**config.mk**
```make
export PLATFORM = sky130hd
export DESIGN_NAME = prr_csr
export DESIGN_NICKNAME = d
export VERILOG_FILES = /design/src/design/prr_pkg.sv /design/src/design/prr_csr.sv
export SDC_FILE = /design/constraint.sdc
export NUM_CORES = 1
export LEC_CHECK = 0
export ABC_AREA = 0
export BUFFER_PORTS_ARGS = -buffer_cell sky130_fd_sc_hd__buf_2
export CORE_MARGIN = 1
export CORE_UTILIZATION = 38
export CTS_CLUSTER_DIAMETER = 80
export DETAILED_ROUTE_END_ITERATION = 6
export PLACE_DENSITY = 0.81
export SETUP_SLACK_MARGIN = 0.1
export SLEW_MARGIN = 10
export SYNTH_ARGS = -nofsm -noshare
export SYNTH_HDL_FRONTEND = slang
export SYNTH_SLANG_ARGS = --single-unit
```
**constraint.sdc**
```tcl
create_clock -name clock -period 1.3 [get_ports clock]
set_clock_uncertainty 0.15 [all_clocks]
set_input_delay 0.195 -clock clock [delete_from_list [all_inputs] [get_ports clock]]
set_output_delay 0.195 -clock clock [all_outputs]
set_load 0.01 [all_outputs]
```
**src/design/prr_pkg.sv**
```systemverilog
// ----------------------------------------------------------------------------
// prr_pkg: shared types and constants of the palette range rotator
// Action codes, register map, color widths and the control word that is
// broadcast to every palette cell.
// ----------------------------------------------------------------------------
package prr_pkg;

   localparam int ColorWidth = 8;
   localparam int EntryBytes = 3;
   localparam int EntryWidth = ColorWidth * EntryBytes;
   localparam int IndexWidth = 8;
   localparam int CountWidth = 9;
   localparam int AddrWidth  = 4;
   localparam int DataWidth  = 32;

   localparam logic [CountWidth-1:0] MinSpinColors = 9'd16;

   typedef enum logic [1:0] {
      ACT_WRITE = 2'd0,
      ACT_READ  = 2'd1,
      ACT_SPIN  = 2'd2
   } action_type;

   typedef enum logic [1:0] {
      REG_COLOR_COUNT = 2'd0,
      REG_CYCLE_LOW   = 2'd1,
      REG_CYCLE_HIGH  = 2'd2,
      REG_TC_LOCK     = 2'd3
   } reg_index_type;

   typedef logic [EntryWidth-1:0] entry_type;

   // control word seen by every cell in the row
   typedef struct packed {
      logic                  wr_en;
      logic [IndexWidth-1:0] wr_index;
      entry_type             wr_data;
      logic                  shift_down;  // entries move toward lower indices
      logic                  shift_up;    // entries move toward higher indices
      logic [IndexWidth-1:0] range_low;
      logic [IndexWidth-1:0] range_top;
   } cell_ctrl_type;

endpackage

```
**src/design/prr_csr.sv**
```systemverilog
// ----------------------------------------------------------------------------
// prr_csr: APB-style register file of the palette range rotator
// Color count, cycling range bounds and the true-color lock.
// ----------------------------------------------------------------------------
module prr_csr (
   input  logic                          clock,
   input  logic                          reset,
   input  logic                          psel,
   input  logic                          penable,
   input  logic                          pwrite,
   input  logic [prr_pkg::AddrWidth-1:0] paddr,
   input  logic [prr_pkg::DataWidth-1:0] pwdata,
   output logic [prr_pkg::DataWidth-1:0] prdata,
   output logic                          pready,
   output logic [prr_pkg::CountWidth-1:0] color_count,
   output logic [prr_pkg::IndexWidth-1:0] cycle_low,
   output logic [prr_pkg::IndexWidth-1:0] cycle_high,
   output logic                          true_color_lock
);
   import prr_pkg::*;

   logic [CountWidth-1:0] color_count_ff;
   logic [IndexWidth-1:0] cycle_low_ff;
   logic [IndexWidth-1:0] cycle_high_ff;
   logic                  tc_lock_ff;
   logic                  wr_fire;
   reg_index_type         reg_sel;

   assign pready  = 1'b1;
   assign wr_fire = psel && penable && pwrite;
   assign reg_sel = reg_index_type'(paddr[3:2]);

   always_ff @(posedge clock) begin
      if (reset) begin
         color_count_ff <= 9'd256;
         cycle_low_ff   <= 8'd1;
         cycle_high_ff  <= 8'd255;
         tc_lock_ff     <= 1'b0;
      end else if (wr_fire) begin
         case (reg_sel)
            REG_COLOR_COUNT: color_count_ff <= pwdata[CountWidth-1:0];
            REG_CYCLE_LOW:   cycle_low_ff   <= pwdata[IndexWidth-1:0];
            REG_CYCLE_HIGH:  cycle_high_ff  <= pwdata[IndexWidth-1:0];
            REG_TC_LOCK:     tc_lock_ff     <= pwdata[0];
            default: begin
            end
         endcase
      end
   end

   always_comb begin
      case (reg_sel)
         REG_COLOR_COUNT: prdata = DataWidth'(color_count_ff);
         REG_CYCLE_LOW:   prdata = DataWidth'(cycle_low_ff);
         REG_CYCLE_HIGH:  prdata = DataWidth'(cycle_high_ff);
         REG_TC_LOCK:     prdata = DataWidth'(tc_lock_ff);
         default:         prdata = '0;
      endcase
   end

   assign color_count     = color_count_ff;
   assign cycle_low       = cycle_low_ff;
   assign cycle_high      = cycle_high_ff;
   assign true_color_lock = tc_lock_ff;

endmodule

```
==> metrics.txt, run 1 <==
Placed Cells 279; CP Buf/Inv Count 1; GRT Residual Overflow 0; Crit path max-delay family multiplexers; Die ar. 0.00420 mm^2; Syn. warnings 0; part of the power in combinational logic 16.7%; Sw Ratio 23.9%; CP Capture Type output port; final core utilization 57.9%; Iter 0 DRT Violations 54; Area contributors post-synth dfxtp_1, mux2i_1, buf_4, nand2b_1, o21ai_0; routed vias/inst 4.54; setup TNS -0.257 ns; vias in the first global route 1220; Syn Inst Count 169; cell area after synthesis about 0.0015 mm^2; 1st-pass router iterations 4; initial antenna violation count 0; CP Class flop to output port; Global Route Usage Sum 17.6%; chip width 64.8 um; internal power 1.36 mW; sequential power share 45.7%; Pwr Total about 1.8 mW; peak supply drop 1.14 mV; clk buf depth 2; Area Overhead vs Synth 43.5%; Place WS -0.127 ns; Clock Latency Late Sink 0.26 ns; CP Cell Sequence mux4_2 -> buf_6; Psw 0.427 mW; I/O pin count 100; final setup vio count 3; Arr. time, crit path 1.20 ns; Slew Viols, Final 0; cell taking the most area after synthesis dfxtp_1; CP startpoint kind flop; row cnt 22; TritonCTS Buffers 3; final WL approximately 3600 um; share of cells above drive strength 1 a little under half; Core ar. 0.00372 mm^2; Fin Hold WS 0.0404 ns; violated checks setup timing; Pleak between 1 and 1.5 nW; Peak Freq between 0.6 and 0.7 GHz; root buf cell clkbuf_8; # diodes 0; final-report hold violation count 0; worst hold-check path type primary input to flop; Post-DRT Antenna Nets 0; die height 64.8 um; largest net degree at the start of global routing 22; critical path fanouts, max 2; post-route cell area 0.00215 mm^2; fin crit period 1.55 ns; Max Cap Viol 0; crit path setup slack, layout -0.246 ns; worst path required time 0.95 ns; CTS H-tree depth 1; Yosys reg bits 26; Clock Pin Slew Worst Setup and Hold Paths approximately 0.09 ns; Syn Area/Cell 8.87 um^2; Layout Nets 289; Clock Power Share 37.6%; first-pass GRT wire length 5710 um; Distinct cells, synth 23; Slowest-stage cell, CP mux4_2; RSZ-0062 raised after global routing yes; number of remaining DRC errors 0; IO buf count 50; Final GP Congestion roughly 0.75; DR WL/cell about 12 um; TritonCTS clock tree built; clock sinks 26; PwrDens 829 mW/mm^2; DP HPWL 2520 um; Yosys top cell area share 34.7%; crit share post-route 119%; CP max stage delay 0.45 ns; Area after DPL 0.00183 mm^2; sequential fraction of the synthesis area 34.7%; Final Non-Filler Cells 295; via count 1340; Initial Utilization 40.3%; status finished with violations
-- cell type report --
type,instances,area [um^2]
timing repair buffer,85,638
multi-input combinational,131,832
clock inverter,1,30.0
inverter,1,6.26
clock buffer,3,41.3
tap,48,60.1
fill,340,1570
sequential,26,543
-- metal layers --
| metal | global-route usage (%) | up-vias | part of all wire [%] |
|---|---|---|---|
| li1 | - | 666 | - |
| met2 | 32.0 | 48 | 52 |
| met1 | 20.6 | 622 | 42 |
| met5 | 0 | - | 0 |
| met4 | 4.44 | 0 | 0.80 |
| met3 | 3.70 | 4 | 4.5 |
-- power groups by stage --
stage          Sequential, mW  Combinational [mW]  Clock [mW]
2_1_floorplan           0.836               0.200           0
3_3_place_gp            0.832               0.262           0
3_5_place_dp            0.832               0.266           0
4_1_cts                 0.814               0.291       0.679
5_1_grt                 0.816               0.326       0.728
6_report                0.815               0.299       0.670
-- cells in the final DEF (no fill, tap or decap) --
| master | n |
|---|---|
| nor2_1 | 19 |
| nand3_2 | 1 |
| bufinv_16 | 1 |
| nor3_2 | 1 |
| o21ai_0 | 8 |
| nor2b_4 | 1 |
| buf_2 | 36 |
| dfxtp_2 | 18 |
| buf_6 | 24 |
| conb_1 | 24 |
| dfxtp_1 | 8 |
| nor3b_2 | 1 |
| nor2b_1 | 8 |
| nand2_1 | 7 |
| clkbuf_4 | 1 |
| nor3_4 | 1 |
| buf_4 | 24 |
| clkbuf_8 | 3 |
| mux4_2 | 1 |
| o31ai_1 | 1 |
| nand2b_1 | 16 |
| or3_1 | 1 |
| o21ai_1 | 14 |
| mux2i_1 | 25 |
| nand4_4 | 1 |
| inv_4 | 1 |
| nand2b_4 | 1 |
-- worst paths after layout --
check | cells past startpoint | from | endpoint | slack, ns
worst max register to register | 4 | cycle_low[1] | cycle_low[1] | 0.31
worst max-delay path | 2 | cycle_high[0] | prdata[0] | -0.25
worst min-delay path | 3 | pwdata[8] | color_count[8] | 0.04
worst min register to register | 2 | color_count[4] | color_count[4] | 0.34
-- cell families (layout without fill, tap and decap cells) --
group | Yosys count | in the layout | share of synthesized area, %
DFF | 26 | 26 | 34.7
other | 2 | 24 | 0.501
buffers and inverters | 34 | 90 | 16.1
muxes | 26 | 26 | 18.2
and+or+nand+nor | 58 | 58 | 22.6
AOI/OAI and AO/OA | 23 | 23 | 7.85
-- cells in the mapped netlist --
cell type	number
nor2b_1	9
inv_2	1
nand3_2	1
buf_2	1
buf_4	26
mux4_2	1
nor3_4	1
o31ai_1	1
nor2_1	19
clkbuf_1	4
nand2b_1	16
o21ai_1	7
buf_6	2
nand2_1	7
dfxtp_1	26
mux2i_1	25
nor3b_1	1
conb_1	2
nand4_4	1
o21ai_0	15
or3_1	1
nand2b_4	1
nor3_2	1
-- what timing repair did --
item | in CTS | in global routing
resized for setup | 37 | 16
endpoints found under the setup margin | 9 | 22
hold buffers | 0 | 0
setup buffers | 11 | 1
-- sequential cells by signal (all words and copies together) (netlist names) --
| signal | count |
|---|---|
| color_count | 9 |
| cycle_low | 8 |
| cycle_high | 8 |
| true_color_lock | 1 |
-- tightest hold or removal path, delay by kind of cell --
kind | cells | cell delay (ns)
multiplexers | 1 | 0.11
buffers and inverters | 1 | 0.08
AND/OR/NAND/NOR | 1 | 0.03
Power figures use the tool's default switching activity.
==> run 2: changes to the inputs <==
--- a/config.mk
+++ b/config.mk
@@ -7,8 +7,10 @@
 export LEC_CHECK = 0
 export ABC_AREA = 0
 export BUFFER_PORTS_ARGS = -buffer_cell sky130_fd_sc_hd__buf_2
+export CELL_PAD_IN_SITES_DETAIL_PLACEMENT = 0
+export CELL_PAD_IN_SITES_GLOBAL_PLACEMENT = 2
 export CORE_MARGIN = 1
-export CORE_UTILIZATION = 38
+export CORE_UTILIZATION = 20
 export CTS_CLUSTER_DIAMETER = 80
 export DETAILED_ROUTE_END_ITERATION = 6
 export PLACE_DENSITY = 0.81
==> run 2 against run 1 <==
  * The run still ends with setup timing left
  * Cell count up 16%
  * Global-route usage decreased by 7.4 points
  * Non-clock buffer count fell by 2
  * Sequential share of layout area down 0.67 points
  * Die area is 87% higher
  * Critical endpoint unchanged
==> metrics.txt, run 2 (synthesized netlist as in run 1, its figures left out) <==
vias in the first global route 1151; first-pass GRT wire length around 6000 um; clock sinks 26; Core ar. around 0.0073 mm^2; clk buf depth 2; crit path setup slack, layout -0.249 ns; worst path required time ~0.95 ns; worst hold-check path type primary input to flop; PwrDens 716 mW/mm^2; Worst Hold Path EP color_count[8]; Clock Pin Slew Worst Setup and Hold Paths 0.09 ns; CTS H-tree depth 1; Post-DRT Antenna Nets 0; final setup vio count 2; Slew Viols, Final 0; DR WL/cell 11.6 um; Pleak approximately 1 nW; final-report hold violation count 0; I/O pin count 100; crit share post-route 119%; CTS Hold Bufs 0; Die ar. 0.00784 mm^2; Fin Hold WS ~0.035 ns; Layout Nets roughly 290; fin crit period 1.55 ns; final WL 3990 um; CP Capture Type output port; status finished with violations; final core utilization 30.5%; chip width ~89 um; 1st-pass router iterations 4; TritonCTS Buffers 3; number of remaining DRC errors 0; most common cell after layout, fill and taps aside buf_2; violated checks setup timing; commonest cells after routing, fill and taps aside buf_2, mux2i_1, conb_1; GRT Residual Overflow 0; Area Overhead vs Synth 47.7%; hold_sp pwdata[8]; Clock Latency Late Sink 0.27 ns; DP HPWL 2930 um; CP startpoint kind flop; peak supply drop between 0.3 and 0.4 mV; initial antenna violation count 0; root buf cell clkbuf_8; Initial Utilization ~21%; TritonCTS clock tree built; via count 1314; Global Route Usage Sum 10.2%; FF-to-FF Start true_color_lock; die height 88.6 um; worst reg2reg setup slack 0.22 ns; worst-case reg-to-reg path depth 5; WHS Path Cells 3; Final GP Congestion 0.683; Arr. time, crit path 1.20 ns; Iter 0 DRT Violations 35; fill cell count 773; share of cells above drive strength 1 46.7%; RSZ-0062 raised after global routing yes; Place WS -0.0826 ns; row cnt 31; CP Class flop to output port; post-route cell area 0.00221 mm^2; CP max stage delay around 0.47 ns; IO buf count 50; setup TNS -0.279 ns; Area after DPL approximately 0.0019 mm^2; Max Cap Viol 0; Slowest-stage cell, CP mux4_2; CP Cell Sequence mux4_2 -> buf_6; reg2reg end true_color_lock; critical path fanouts, max 2; largest net degree at the start of global routing 26; max reg flops 9; Peak Freq between 0.6 and 0.7 GHz; routed vias/inst 3.83; # diodes 0
==> run 2: changes by cell type in the layout (fill, tap and decap cells not counted) <==
cell,previous run,this run
buf_6,24,23
bufinv_16,1,0
clkbuf_4,1,0
buf_4,24,19
buf_2,36,37
dfxtp_2,18,19
dfxtp_1,8,7
buf_12,0,4
==> run 2: worst max-delay path: cells and delay by family (launching register included) <==
kind	cells	cell delay [ns]
flip-flops	1	0.33
multiplexers	1	0.47
buffers and inverters	1	0.14
==> run 2: how the worst max path moves through the flow <==
| stage | startpoint | endpoint | slack, ns | cells past startpoint |
|---|---|---|---|---|
| 3_5_place_dp | paddr[3] | cycle_high[7] | -0.08 | 6 |
| 4_1_cts | true_color_lock | prdata[0] | -0.26 | 2 |
| 2_1_floorplan | paddr[3] | prdata[0] | 0.12 | 2 |
| 5_1_grt | true_color_lock | prdata[0] | -0.29 | 2 |
| 6_report | true_color_lock | prdata[0] | -0.25 | 2 |
| 3_3_place_gp | paddr[2] | prdata[4] | -0.07 | 5 |
==> run 2: layout make-up <==
type	count	area, um^2	area share [%]
multi-input combinational	131	832	37.6
timing repair buffer	83	667	30.1
sequential	26	544	24.6
tap	99	124	5.59
clock buffer	3	41.3	1.86
inverter	1	6.26	0.282
==> run 2: routing by layer <==
| metal | share of wire [%] | up-vias | global-route usage, % | wire length [um] |
|---|---|---|---|---|
| met5 | 0 | - | 0 | 0 |
| met4 | 0.38 | 0 | 1.76 | 15 |
| met2 | 47 | 42 | 17.3 | 1860 |
| li1 | - | 666 | - | - |
| met1 | 48 | 602 | 13.3 | 1910 |
| met3 | 5.0 | 4 | 2.61 | 201 |
==> run 2: power breakdown <==
| group | total [mW] | switching [mW] | internal, mW |
|---|---|---|---|
| Combinational | 0.312 | 0.167 | 0.145 |
| Sequential | 0.815 | 0.00767 | 0.807 |
| Clock | 0.458 | 0.250 | 0.208 |
==> run 2: what timing repair did <==
action                                 4_1_cts  5_1_grt
endpoints found under the hold margin        0        0
setup buffers                               11        5
gates resized for setup                     42       13
pin swaps                                    0        1
setup endpoints to repair                    9       20
==> run 2: through the flow <==
stage	power, mW	instances
4_1_cts	1.61	340
3_3_place_gp	1.12	326
6_report	1.59	343
2_1_floorplan	1.04	191
3_5_place_dp	1.12	326
5_1_grt	1.68	343
