File: src/design/prr_pkg.sv
// ----------------------------------------------------------------------------
// prr_pkg: shared types and constants of the palette range rotator
// Action codes, register map, color widths and the control word that is
// broadcast to every palette cell.
// ----------------------------------------------------------------------------
package prr_pkg;

   localparam int ColorWidth = 8;
   localparam int EntryBytes = 3;
   localparam int EntryWidth = ColorWidth * EntryBytes;
   localparam int IndexWidth = 8;
   localparam int CountWidth = 9;
   localparam int AddrWidth  = 4;
   localparam int DataWidth  = 32;

   localparam logic [CountWidth-1:0] MinSpinColors = 9'd16;

   typedef enum logic [1:0] {
      ACT_WRITE = 2'd0,
      ACT_READ  = 2'd1,
      ACT_SPIN  = 2'd2
   } action_type;

   typedef enum logic [1:0] {
      REG_COLOR_COUNT = 2'd0,
      REG_CYCLE_LOW   = 2'd1,
      REG_CYCLE_HIGH  = 2'd2,
      REG_TC_LOCK     = 2'd3
   } reg_index_type;

   typedef logic [EntryWidth-1:0] entry_type;

   // control word seen by every cell in the row
   typedef struct packed {
      logic                  wr_en;
      logic [IndexWidth-1:0] wr_index;
      entry_type             wr_data;
      logic                  shift_down;  // entries move toward lower indices
      logic                  shift_up;    // entries move toward higher indices
      logic [IndexWidth-1:0] range_low;
      logic [IndexWidth-1:0] range_top;
   } cell_ctrl_type;

endpackage

File: src/design/prr_cell.sv
// ----------------------------------------------------------------------------
// prr_cell: one palette entry in the rotating row
// Holds a 24-bit entry; takes a write, or its neighbor's entry during a
// rotation step, or the wrapped entry at the range edge.
// ----------------------------------------------------------------------------
module prr_cell #(
   parameter int CELL_INDEX = 0
) (
   input  logic                  clock,
   input  prr_pkg::cell_ctrl_type ctrl,
   input  prr_pkg::entry_type    lower_entry,
   input  prr_pkg::entry_type    upper_entry,
   input  prr_pkg::entry_type    wrap_entry,
   output prr_pkg::entry_type    entry
);
   import prr_pkg::*;

   localparam logic [IndexWidth-1:0] MyIndex = IndexWidth'(CELL_INDEX);

   entry_type entry_ff;
   entry_type entry_in;
   logic      in_range;

   assign in_range = (MyIndex >= ctrl.range_low) && (MyIndex <= ctrl.range_top);

   always_comb begin
      entry_in = entry_ff;
      if (ctrl.wr_en && ctrl.wr_index == MyIndex) begin
         entry_in = ctrl.wr_data;
      end else if (ctrl.shift_down && in_range) begin
         entry_in = (MyIndex == ctrl.range_top) ? wrap_entry : upper_entry;
      end else if (ctrl.shift_up && in_range) begin
         entry_in = (MyIndex == ctrl.range_low) ? wrap_entry : lower_entry;
      end
   end

   always_ff @(posedge clock) begin
      entry_ff <= entry_in;
   end

   assign entry = entry_ff;

endmodule

File: config.mk
export PLATFORM = sky130hd
export DESIGN_NAME = prr_cell
export DESIGN_NICKNAME = d
export VERILOG_FILES = /design/src/design/prr_pkg.sv /design/src/design/prr_cell.sv
export SDC_FILE = /design/constraint.sdc
export NUM_CORES = 1
export LEC_CHECK = 0
export BUFFER_PORTS_ARGS = -buffer_cell sky130_fd_sc_hd__buf_2
export CAP_MARGIN = 20
export CORE_MARGIN = 2
export CORE_UTILIZATION = 25
export DETAILED_ROUTE_END_ITERATION = 8
export PLACE_DENSITY = 0.56
export SYNTH_ARGS = -nofsm -noshare
export SYNTH_HDL_FRONTEND = slang
export SYNTH_SLANG_ARGS = --single-unit
File: constraint.sdc
create_clock -name clock -period 3 [get_ports clock]
set_input_delay 0.45 -clock clock [delete_from_list [all_inputs] [get_ports clock]]
set_output_delay 0.45 -clock clock [all_outputs]
set_load 0.03 [all_outputs]
==> reports/qor.txt, run 1 <==
RUN STATUS
------------------------------------------------------------------------------------
Status                                                                     completed

CLOCKING
------------------------------------------------------------------------------------
Reg clk slew, reported paths                                                 0.09 ns
Postcts setup bufs                                                                 0
Cts hold-fix bufs                                                                  0
Number of buffers on the longest clock path                                        2
Inserted Clock Buffers                                                             3
Clock tree root driver cell                                                 clkbuf_8
Total number of H-tree levels                                                      1
Clock Sinks                                                                       24
Quantity of gates resized following cts                                            0
CTS tree                                                                        done

STA
------------------------------------------------------------------------------------
Worst-Margin Slew                                                           0.598 ns
Top achievable clock speed                                                   507 MHz
Setup Viol. Count Final                                                            0
Pins over their slew limit                                                         0
Post-route setup TNS                                                            0 ns
Final count of hold timing violations                                              0
Post-route minimum period                                                    1.97 ns
Setup repair after global routing missed its margin                               no
Relative slew slack                                                            60.1%
Period utilization                                                             65.8%

SYNTHESIS
------------------------------------------------------------------------------------
Share of flip-flops with an asynchronous set or reset after synthesis             0%
Top cells by instance count after synthesis                             25 x nand2_1, 25 x nand4b_1, 25 x nor2_1
Number of enable flip-flop cells after synthesis                                  24
Top FF cell, synth                                                          edfxtp_1
Number of nets in the synthesized netlist                                        352
Count of different cell masters after synthesis                                   17
Warnings from Yosys                                                                0
Fraction of post-synthesis cell area in the top cell type by area              33.7%
Proportion of synthesized chip area in sequential cells                        33.7%
Avg Synthesized Cell Area                                                  9.37 um^2
Post-synthesis instance area                                            0.00214 mm^2
Synthesized instance count                                                       228
Post-synthesis register bit count                                                 24
Yosys top cell by area                                                      edfxtp_1
Dominant cells by area after synthesis                                  edfxtp_1 34%, a41oi_2 15%, nand4b_1 10%, a21o_1 8.4%, nand3_1 5.6%

POWER
------------------------------------------------------------------------------------
Clock Power Share                                                              26.9%
Power spent charging and discharging nets                                 0.000193 W
Switching part of the total                                                    25.8%
Worst IR Drop VDD                                                         0.000129 V
Pleak                                                                        1.19 nW
Comb power frac                                                                23.6%
Power Density                                                            245 mW/mm^2
Cell Int Power                                                            0.000555 W
Share of total power in sequential cells                                       49.6%

FLOW RUN
------------------------------------------------------------------------------------
Max cap viols                                                                      0

DETAILED ROUTING
------------------------------------------------------------------------------------
Starting DRT DRC Count                                                           100
Iteration count of the initial detailed-routing pass                               4
Top layer in use                                                                met4
Detail-routed net length per standard cell                                   17.6 um
Met2 routed wirelength                                                       4140 um
Routed length on met3                                                         594 um
Final WL                                                                     8340 um
Routed metal-1 wirelength                                                    3580 um
Via density per instance                                                        5.21
Routed via count                                                                2462
DRC                                                                                0
Remaining antenna violation count after routing                                    0

PLACE
------------------------------------------------------------------------------------
Weighted congestion at the end of routability-driven global placement          0.726
Port buffer count                                                                147
DP Wirelength                                                                5970 um
Dpl cells                                                                        469
Cell Area, Placed                                                       0.00300 mm^2

DIE
------------------------------------------------------------------------------------
Initial Utilization                                                            25.9%
Number of I/O pins                                                               148
Die ar.                                                                 0.00930 mm^2
Height of the die                                                            96.5 um
Core area                                                               0.00826 mm^2
Standard-cell rows                                                                33
Width of the die                                                             96.5 um

GRT
------------------------------------------------------------------------------------
Gr usage total                                                                 17.2%
Vias in the first global route                                                  2502
Global-route wire length before repair                                      12400 um
Antenna violations before repair                                                   0
Grt ovf                                                                            0
Maximum number of pins on one net before global-route repair                      27

MIN PATH
------------------------------------------------------------------------------------
Path type of the worst min-delay path                                         in2reg

CELLS AND AREA
------------------------------------------------------------------------------------
Final layout net count                                                           493
Filler-free cell count of the finished design                                    473
Layout Cell Area excl Fill                                              0.00305 mm^2
Growth of design area from synthesis to finish                                 42.6%
Share of layout cells above drive strength 1                                   51.6%
Antenna Cells                                                                      0
Flip-flop count of the largest register, all copies and words added               24

WORST SETUP PATH
------------------------------------------------------------------------------------
Worst Path Arrival                                                           1.94 ns
Biggest fanout along the worst timing path                                        14
CP Launch Type                                                          primary input
Combined buffer and inverter count along the critical path                         2
Required time of the worst setup path                                        2.97 ns
Endpoint kind of the worst setup timing path                                    flop
Highest-delay cell along the critical path                                   nand2_1
Setup Crit Path Kind                                                          in2reg
Cells along the critical path                                           buf_2, nor4_4, nand2_1, o21ai_2, buf_4
Largest stage delay on the critical path                                     0.43 ns
Cell family contributing the most delay on the critical path            simple AND/OR/NAND/NOR gates

stage by stage:
stage / utilization, % / hold WS, ns / power, W / worst slack (ns)
floorplan: - / 0.718 / 0.000443 / 0.151
global placement: 36.4 / 0.810 / 0.000552 / 0.836
detailed placement: 36.4 / 0.816 / 0.000555 / 0.748
CTS: 36.9 / 0.528 / 0.000762 / 1.04
global route: 36.9 / 0.537 / 0.000792 / 0.936
finish: 36.9 / 0.539 / 0.000748 / 1.03
logic make-up after synthesis:
group / count (synthesis) / share of synthesized area (%)
AND/OR/NAND/NOR: 108 / 30.7
AO/OA/AOI/OAI: 73 / 31.1
flip-flops: 24 / 33.7
buffers and inverters: 23 / 4.45
worst paths after layout:
kind | depth (start not counted) | to | start
hold / removal | 3 | entry[11] | ctrl[29]
setup / recovery | 5 | entry[14] | ctrl[9]
worst min-delay path, stage by stage:
cell and delay (ns):
buf_2 0.08, nor2_1 0.04, a41oi_2 0.13
metal layers:
layer,vias up,global-route usage (%)
li1,1175,-
met1,1174,20.9
met2,111,32.4
met3,2,3.49
met4,0,1.76
met5,-,0
layout by cell type (no fill, tap or decap):
cell      count
clkinv_1      1
or4_4         2
nand2_1      25
nor3_1        1
a21o_1       24
nand3_1      24
a41oi_2      20
clkbuf_8      3
buf_2       147
nor2_1       25
nor4_1        1
o21ai_1      20
nor4_4        4
o21ai_0       4
a41oi_1       4
o21ai_2       1
buf_4        12
nand3_2       1
edfxtp_1     24
nand4b_1     25
final cells by class:
type                    count  area [um^2]
flip-flops and latches     24          721
clock inverters             1         3.75
well taps                 105          131
clock buffers               3         41.3
multi-input cells         181         1330
fillers                   896         5210
repair buffers            159          826
power by group through the flow:
stage	Sequential (W)	Combinational [W]	Clock, W
after floorplan	0.000382	0.0000613	0
after global placement	0.000379	0.000174	0
after detailed placement	0.000379	0.000176	0
after CTS	0.000371	0.000177	0.000214
after global routing	0.000371	0.000192	0.000229
final	0.000371	0.000176	0.000201
Power figures use the tool's default switching activity.
==> inputs of run 2 (changes only) <==
--- a/config.mk
+++ b/config.mk
@@ -10,7 +10,7 @@
 export CORE_MARGIN = 2
 export CORE_UTILIZATION = 25
 export DETAILED_ROUTE_END_ITERATION = 8
-export PLACE_DENSITY = 0.56
+export PLACE_DENSITY = 0.54
 export SYNTH_ARGS = -nofsm -noshare
 export SYNTH_HDL_FRONTEND = slang
 export SYNTH_SLANG_ARGS = --single-unit
==> constraint.sdc (replaced) <==
create_clock -name clock -period 1.85 [get_ports clock]
set_input_delay 0.2775 -clock clock [delete_from_list [all_inputs] [get_ports clock]]
set_output_delay 0.2775 -clock clock [all_outputs]
set_load 0.03 [all_outputs]
==> reports/qor.txt, run 2 (synthesis results as in run 1) <==
STA
------------------------------------------------------------------------------------
Relative slew slack                                                            75.4%   +15 points
Final count of hold timing violations                                              0   unchanged
Setup Viol. Count Final                                                            0   unchanged
Pins over their slew limit                                                         0   unchanged
Worst path setup slack after routing                                        0.316 ns   -0.710 ns
Worst-Margin Slew                                                           0.366 ns   -0.232 ns
Post-route minimum period                                                    1.53 ns
Top achievable clock speed                                                   652 MHz
Period utilization                                                             82.9%
Post-route worst hold slack                                                 0.347 ns   -0.191 ns
Setup repair after global routing missed its margin                               no

CELLS AND AREA
------------------------------------------------------------------------------------
Register area                                                               721 um^2   unchanged
Share of layout cells above drive strength 1                                   52.7%   +1.1 points
Filler-free cell count of the finished design                                    477   +0.85%
Layout Cell Area excl Fill                                              0.00318 mm^2   +4.2%
Antenna Cells                                                                      0   unchanged
Fill count                                                                       879   -1.9%
Growth of design area from synthesis to finish                                 48.7%
Commonest cells after routing, fill and taps aside                      147 x buf_2, 25 x nand4b_1, 25 x nor2_1
Flip-flop count of the largest register, all copies and words added               24   unchanged
Commonest non-fill, non-tap cell in the layout                                 buf_2
Final layout net count                                                           497   +0.81%
Footprint of the multi-input gates                                      0.00134 mm^2   +0.76%

DETAILED ROUTING
------------------------------------------------------------------------------------
Via density per instance                                                        5.21   about the same
Starting DRT DRC Count                                                            96   -4.0%
Final WL                                                                     8230 um   -1.3%
Remaining antenna violation count after routing                                    0   unchanged
DRC                                                                                0   unchanged
Routed via count                                                                2485   +0.93%
Detail-routed net length per standard cell                                   17.3 um   -2.1%
Iteration count of the initial detailed-routing pass                               5   +1

CLOCKING
------------------------------------------------------------------------------------
Clock Sinks                                                                       24   unchanged
Inserted Clock Buffers                                                             3   unchanged
Total number of H-tree levels                                                      1   unchanged
Quantity of gates resized following cts                                            0   unchanged
Clock tree root driver cell                                                 clkbuf_8
Reg clk slew, reported paths                                                 0.11 ns   +0.02 ns
Cts hold-fix bufs                                                                  0   unchanged
Postcts setup bufs                                                                 0   unchanged
Number of buffers on the longest clock path                                        2   unchanged
CTS tree                                                                        done

GRT
------------------------------------------------------------------------------------
Gr usage total                                                                 17.4%   +0.13 points
Grt ovf                                                                            0   unchanged
Vias in the first global route                                                  2416   -3.4%
Antenna violations before repair                                                   0   unchanged
Global-route wire length before repair                                      12200 um   -1.6%
Maximum number of pins on one net before global-route repair                      29   +7.4%

PLACE
------------------------------------------------------------------------------------
Weighted congestion at the end of routability-driven global placement          0.797   +9.9%
Cell Area, Placed                                                       0.00311 mm^2   +3.4%
Dpl cells                                                                        473   +0.85%
DP Wirelength                                                                6070 um   +1.7%
Port buffer count                                                                147   unchanged
Pre-CTS setup slack                                                        0.0105 ns   -0.737 ns

DIE
------------------------------------------------------------------------------------
Width of the die                                                             96.5 um   unchanged
Number of I/O pins                                                               148   unchanged
Standard-cell rows                                                                33   unchanged
Height of the die                                                            96.5 um   unchanged
Core area                                                               0.00826 mm^2   unchanged
Initial Utilization                                                            25.9%   unchanged
Die ar.                                                                 0.00930 mm^2   unchanged

WORST SETUP PATH
------------------------------------------------------------------------------------
Highest-delay cell along the critical path                                     or4_4
Biggest fanout along the worst timing path                                        24   +10
Largest stage delay on the critical path                                     0.69 ns   +0.26 ns
Required time of the worst setup path                                        1.87 ns   -1.10 ns
Endpoint kind of the worst setup timing path                                    flop
Cell family contributing the most delay on the critical path            simple AND/OR/NAND/NOR gates
Setup Crit Path Kind                                                          in2reg
Combined buffer and inverter count along the critical path                         1   -1
Worst Path Arrival                                                           1.55 ns   -0.39 ns
CP Launch Type                                                          primary input
Cells along the critical path                                           buf_2, or4_4, o21ai_0, a21o_1, a41oi_1

POWER
------------------------------------------------------------------------------------
Worst IR Drop VDD                                                         0.000239 V   +84%
Total chip power                                                           0.00139 W   +85%
Pleak                                                                        1.24 nW   +4.1%
Power Density                                                            437 mW/mm^2   +78%

MIN PATH
------------------------------------------------------------------------------------
Path type of the worst min-delay path                                         in2reg

FLOW RUN
------------------------------------------------------------------------------------
Max cap viols                                                                      0   unchanged

RUN STATUS
------------------------------------------------------------------------------------
Status                                                                     completed

run 2: path summary, 6_finish.rpt:
| kind | start | to | slack (ns) | depth (start not counted) |
|---|---|---|---|---|
| hold / removal | ctrl[35] | entry[17] | 0.35 | 3 |
| setup / recovery | ctrl[5] | entry[2] | 0.32 | 5 |
run 2: tightest hold or removal path: stages:
cell	delay [ns]
buf_2	0.08
nor2_1	0.04
a41oi_2	0.13
run 2: where the power goes:
group          internal (W)  total [W]  switching [W]
Combinational      0.000157   0.000292       0.000136
Clock              0.000290   0.000494       0.000204
Sequential         0.000601   0.000601    0.000000708
run 2: per-layer routing:
metal / up-vias / routed length (um) / track usage, % / share of wire [%]
li1: 1189 / - / - / -
met2: 126 / 3790 / 29.9 / 46
met3: 6 / 729 / 3.26 / 8.9
met1: 1164 / 3640 / 22.4 / 44
met5: - / 0 / 0 / 0
met4: 0 / 70 / 4.34 / 0.85
run 2: final cells by class:
cell class	count	area share, %
multi-input combinational	181	42.0
sequential	24	22.7
tap	105	4.14
clock inverter	1	0.945
timing repair buffer	163	28.9
clock buffer	3	1.30
run 2: stage by stage:
stage                     util [%]  TNS (ns)
after floorplan                  -    -0.883
after global placement        37.6         0
after detailed placement      37.6         0
after CTS                     38.5         0
after global routing          38.5         0
final                         38.5         0
==> inputs of run 3 (changes only) <==
--- a/config.mk
+++ b/config.mk
@@ -10,7 +10,7 @@
 export CORE_MARGIN = 2
 export CORE_UTILIZATION = 25
 export DETAILED_ROUTE_END_ITERATION = 8
-export PLACE_DENSITY = 0.54
+export PLACE_DENSITY = 0.56
 export SYNTH_ARGS = -nofsm -noshare
 export SYNTH_HDL_FRONTEND = slang
 export SYNTH_SLANG_ARGS = --single-unit
==> constraint.sdc (replaced) <==
create_clock -name clock -period 1.3 [get_ports clock]
set_input_delay 0.195 -clock clock [delete_from_list [all_inputs] [get_ports clock]]
set_output_delay 0.195 -clock clock [all_outputs]
set_load 0.03 [all_outputs]
==> reports/qor.txt, run 3 (synthesis results as in run 1) <==
GRT
------------------------------------------------------------------------------------
Vias in the first global route                                                  2753   +14%
Global-route wire length before repair                                      14400 um   +18%
Grt ovf                                                                            0   unchanged
Global-route track usage on met3                                               4.58%   +1.3 points
Gr usage total                                                                 20.9%   +3.6 points
Maximum number of pins on one net before global-route repair                      26   -10%
Layer with the highest usage after global routing                               met2
GRT met2 Usage                                                                 36.7%   +6.8 points
Met1 Usage GRT                                                                 26.3%   +3.9 points
Antenna violations before repair                                                   1   +1

DETAILED ROUTING
------------------------------------------------------------------------------------
Via density per instance                                                        5.49   +5.5%
Final WL                                                                    10200 um   +24%
DRC                                                                                0   unchanged
Starting DRT DRC Count                                                            90   -6.3%
Remaining antenna violation count after routing                                    0   unchanged
Routed via count                                                                2720   +9.5%
Iteration count of the initial detailed-routing pass                               4   -1
Detail-routed net length per standard cell                                   20.7 um   +20%

DIE
------------------------------------------------------------------------------------
Number of I/O pins                                                               148   unchanged
Width of the die                                                             96.5 um   unchanged
Core area                                                               0.00826 mm^2   unchanged
Standard-cell rows                                                                33   unchanged
Height of the die                                                            96.5 um   unchanged
Die ar.                                                                 0.00930 mm^2   unchanged
Initial Utilization                                                            25.9%   unchanged

CELLS AND AREA
------------------------------------------------------------------------------------
Flip-flop count of the largest register, all copies and words added               24   unchanged
Commonest cells after routing, fill and taps aside                      140 x buf_2, 25 x nand4b_1, 24 x a21o_1, 24 x nand2_1, 24 x edfxtp_1
Growth of design area from synthesis to finish                                 67.3%
Footprint of the multi-input gates                                      0.00154 mm^2   +15%
Fill count                                                                       862   -1.9%
Share of layout cells above drive strength 1                                   63.2%   +11 points
Register area                                                               721 um^2   unchanged
Final layout net count                                                           515   +3.6%
Commonest non-fill, non-tap cell in the layout                                 buf_2

STA
------------------------------------------------------------------------------------
Final count of hold timing violations                                              0   unchanged
Post-route minimum period                                                    1.37 ns
Pins over their slew limit                                                         0   unchanged
Worst path setup slack after routing                                      -0.0727 ns   -0.389 ns
Top achievable clock speed                                                   728 MHz
Period utilization                                                              106%
Setup repair after global routing missed its margin                              yes
Worst-Margin Slew                                                           0.334 ns   -0.0313 ns
Setup Viol. Count Final                                                           28   +28
Relative slew slack                                                            77.5%   +2.1 points
Post-route worst hold slack                                                 0.267 ns   -0.0803 ns

POWER
------------------------------------------------------------------------------------
Cell Int Power                                                             0.00134 W   +28%
Switching part of the total                                                    28.2%   +3.7 points
Worst IR Drop VDD                                                         0.000397 V   +66%
Pleak                                                                        1.37 nW   +11%
Comb power frac                                                                28.2%   +7.1 points
Power Density                                                            523 mW/mm^2   +20%
Clock Power Share                                                              26.0%   -9.6 points
Total chip power                                                           0.00187 W   +35%
Power spent charging and discharging nets                                 0.000526 W   +55%
Share of total power in sequential cells                                       45.8%   +2.5 points

CLOCKING
------------------------------------------------------------------------------------
Clock tree root driver cell                                                 clkbuf_8
Reg clk slew, reported paths                                                 0.10 ns   about the same
Inserted Clock Buffers                                                             3   unchanged
CTS tree                                                                        done
Number of buffers on the longest clock path                                        2   unchanged
Clock Sinks                                                                       24   unchanged
Total number of H-tree levels                                                      1   unchanged

WORST SETUP PATH
------------------------------------------------------------------------------------
CP Launch Type                                                          primary input
Required time of the worst setup path                                        1.31 ns   -0.56 ns
Biggest fanout along the worst timing path                                         6   -75%
Source of the critical timing path                                           ctrl[2]
Largest stage delay on the critical path                                     0.64 ns   -0.05 ns
Endpoint kind of the worst setup timing path                                    flop
Combined buffer and inverter count along the critical path                         1   unchanged
Cells along the critical path                                           buf_12, or4_4, o21ai_2, a21o_1, a41oi_2
Worst Path Arrival                                                           1.38 ns   -0.17 ns
Highest-delay cell along the critical path                                     or4_4
Cell family contributing the most delay on the critical path            simple AND/OR/NAND/NOR gates
Setup Crit Path Kind                                                          in2reg

PLACE
------------------------------------------------------------------------------------
DP Wirelength                                                                6160 um   +1.5%
Port buffer count                                                                147   unchanged
Weighted congestion at the end of routability-driven global placement          0.760   -4.7%

MIN PATH
------------------------------------------------------------------------------------
Worst hold path endpoint                                                   entry[13]
Path type of the worst min-delay path                                         in2reg
Number of cells on the worst hold path                                             3   unchanged
Hold path startpoint                                                        ctrl[31]

RUN STATUS
------------------------------------------------------------------------------------
Status                                                                  finished, violations left
Failing checks                                                          setup timing

FLOW RUN
------------------------------------------------------------------------------------
Max cap viols                                                                      0   unchanged

-- run 3: changes by cell type in the layout (fill, tap and decap cells not counted), moves of 4 or more --
cell,previous run,this run
o21ai_2,0,15
o21ai_1,20,9
or4_4,2,8
buf_2,147,140
nand3_2,1,8
o21ai_0,4,0
nor2_1,25,17
nand3_1,24,17
buf_4,11,16
buf_6,0,8
nor2_2,0,8
-- run 3: per-layer routing --
metal,vias to the layer above,part of all wire [%]
met2,152,49
met3,13,8.4
li1,1249,-
met1,1306,41
met4,0,1.2
met5,-,0
-- run 3: how the worst max path moves through the flow --
stage | to | cells past startpoint
finish | entry[5] | 5
global route | entry[5] | 5
CTS | entry[5] | 5
detailed placement | entry[5] | 5
global placement | entry[5] | 5
floorplan | entry[0] | 4
-- run 3: timing repair --
action                                  CTS  global route
buffers inserted                          4             2
cloned                                    7             3
pin swaps                                21            27
endpoints found under the setup margin   24            48
hold buffers                              0             0
resized for setup                        37            29
-- run 3: area by class of cell --
cell class / count / share of cell area (%)
well taps: 105 / 3.68
clock buffers: 3 / 1.16
repair buffers: 175 / 32.0
flip-flops and latches: 24 / 20.2
multi-input cells: 187 / 42.9
diodes: 1 / 0.0700
-- run 3: power by group through the flow --
| stage | sequential [W] | clock, W | combinational [W] |
|---|---|---|---|
| finish | 0.000856 | 0.000486 | 0.000526 |
| floorplan | 0.000881 | 0 | 0.000149 |
| detailed placement | 0.000873 | 0 | 0.000427 |
| global route | 0.000856 | 0.000528 | 0.000562 |
| CTS | 0.000856 | 0.000505 | 0.000488 |
| global placement | 0.000873 | 0 | 0.000423 |
-- run 3: stage by stage --
step | std cells | utilization [%] | worst slack [ns] | TNS [ns] | instance area (um^2)
after floorplan | 228 | - | -0.504 | -16.78 | 2190
after global placement | 477 | 38.0 | -0.447 | -16.32 | 3140
after detailed placement | 477 | 38.0 | -0.468 | -17.37 | 3140
after CTS | 491 | 41.4 | -0.0359 | -0.571 | 3420
after global routing | 494 | 43.3 | -0.0983 | -1.88 | 3570
final | 495 | 43.3 | -0.0727 | -0.891 | 3570
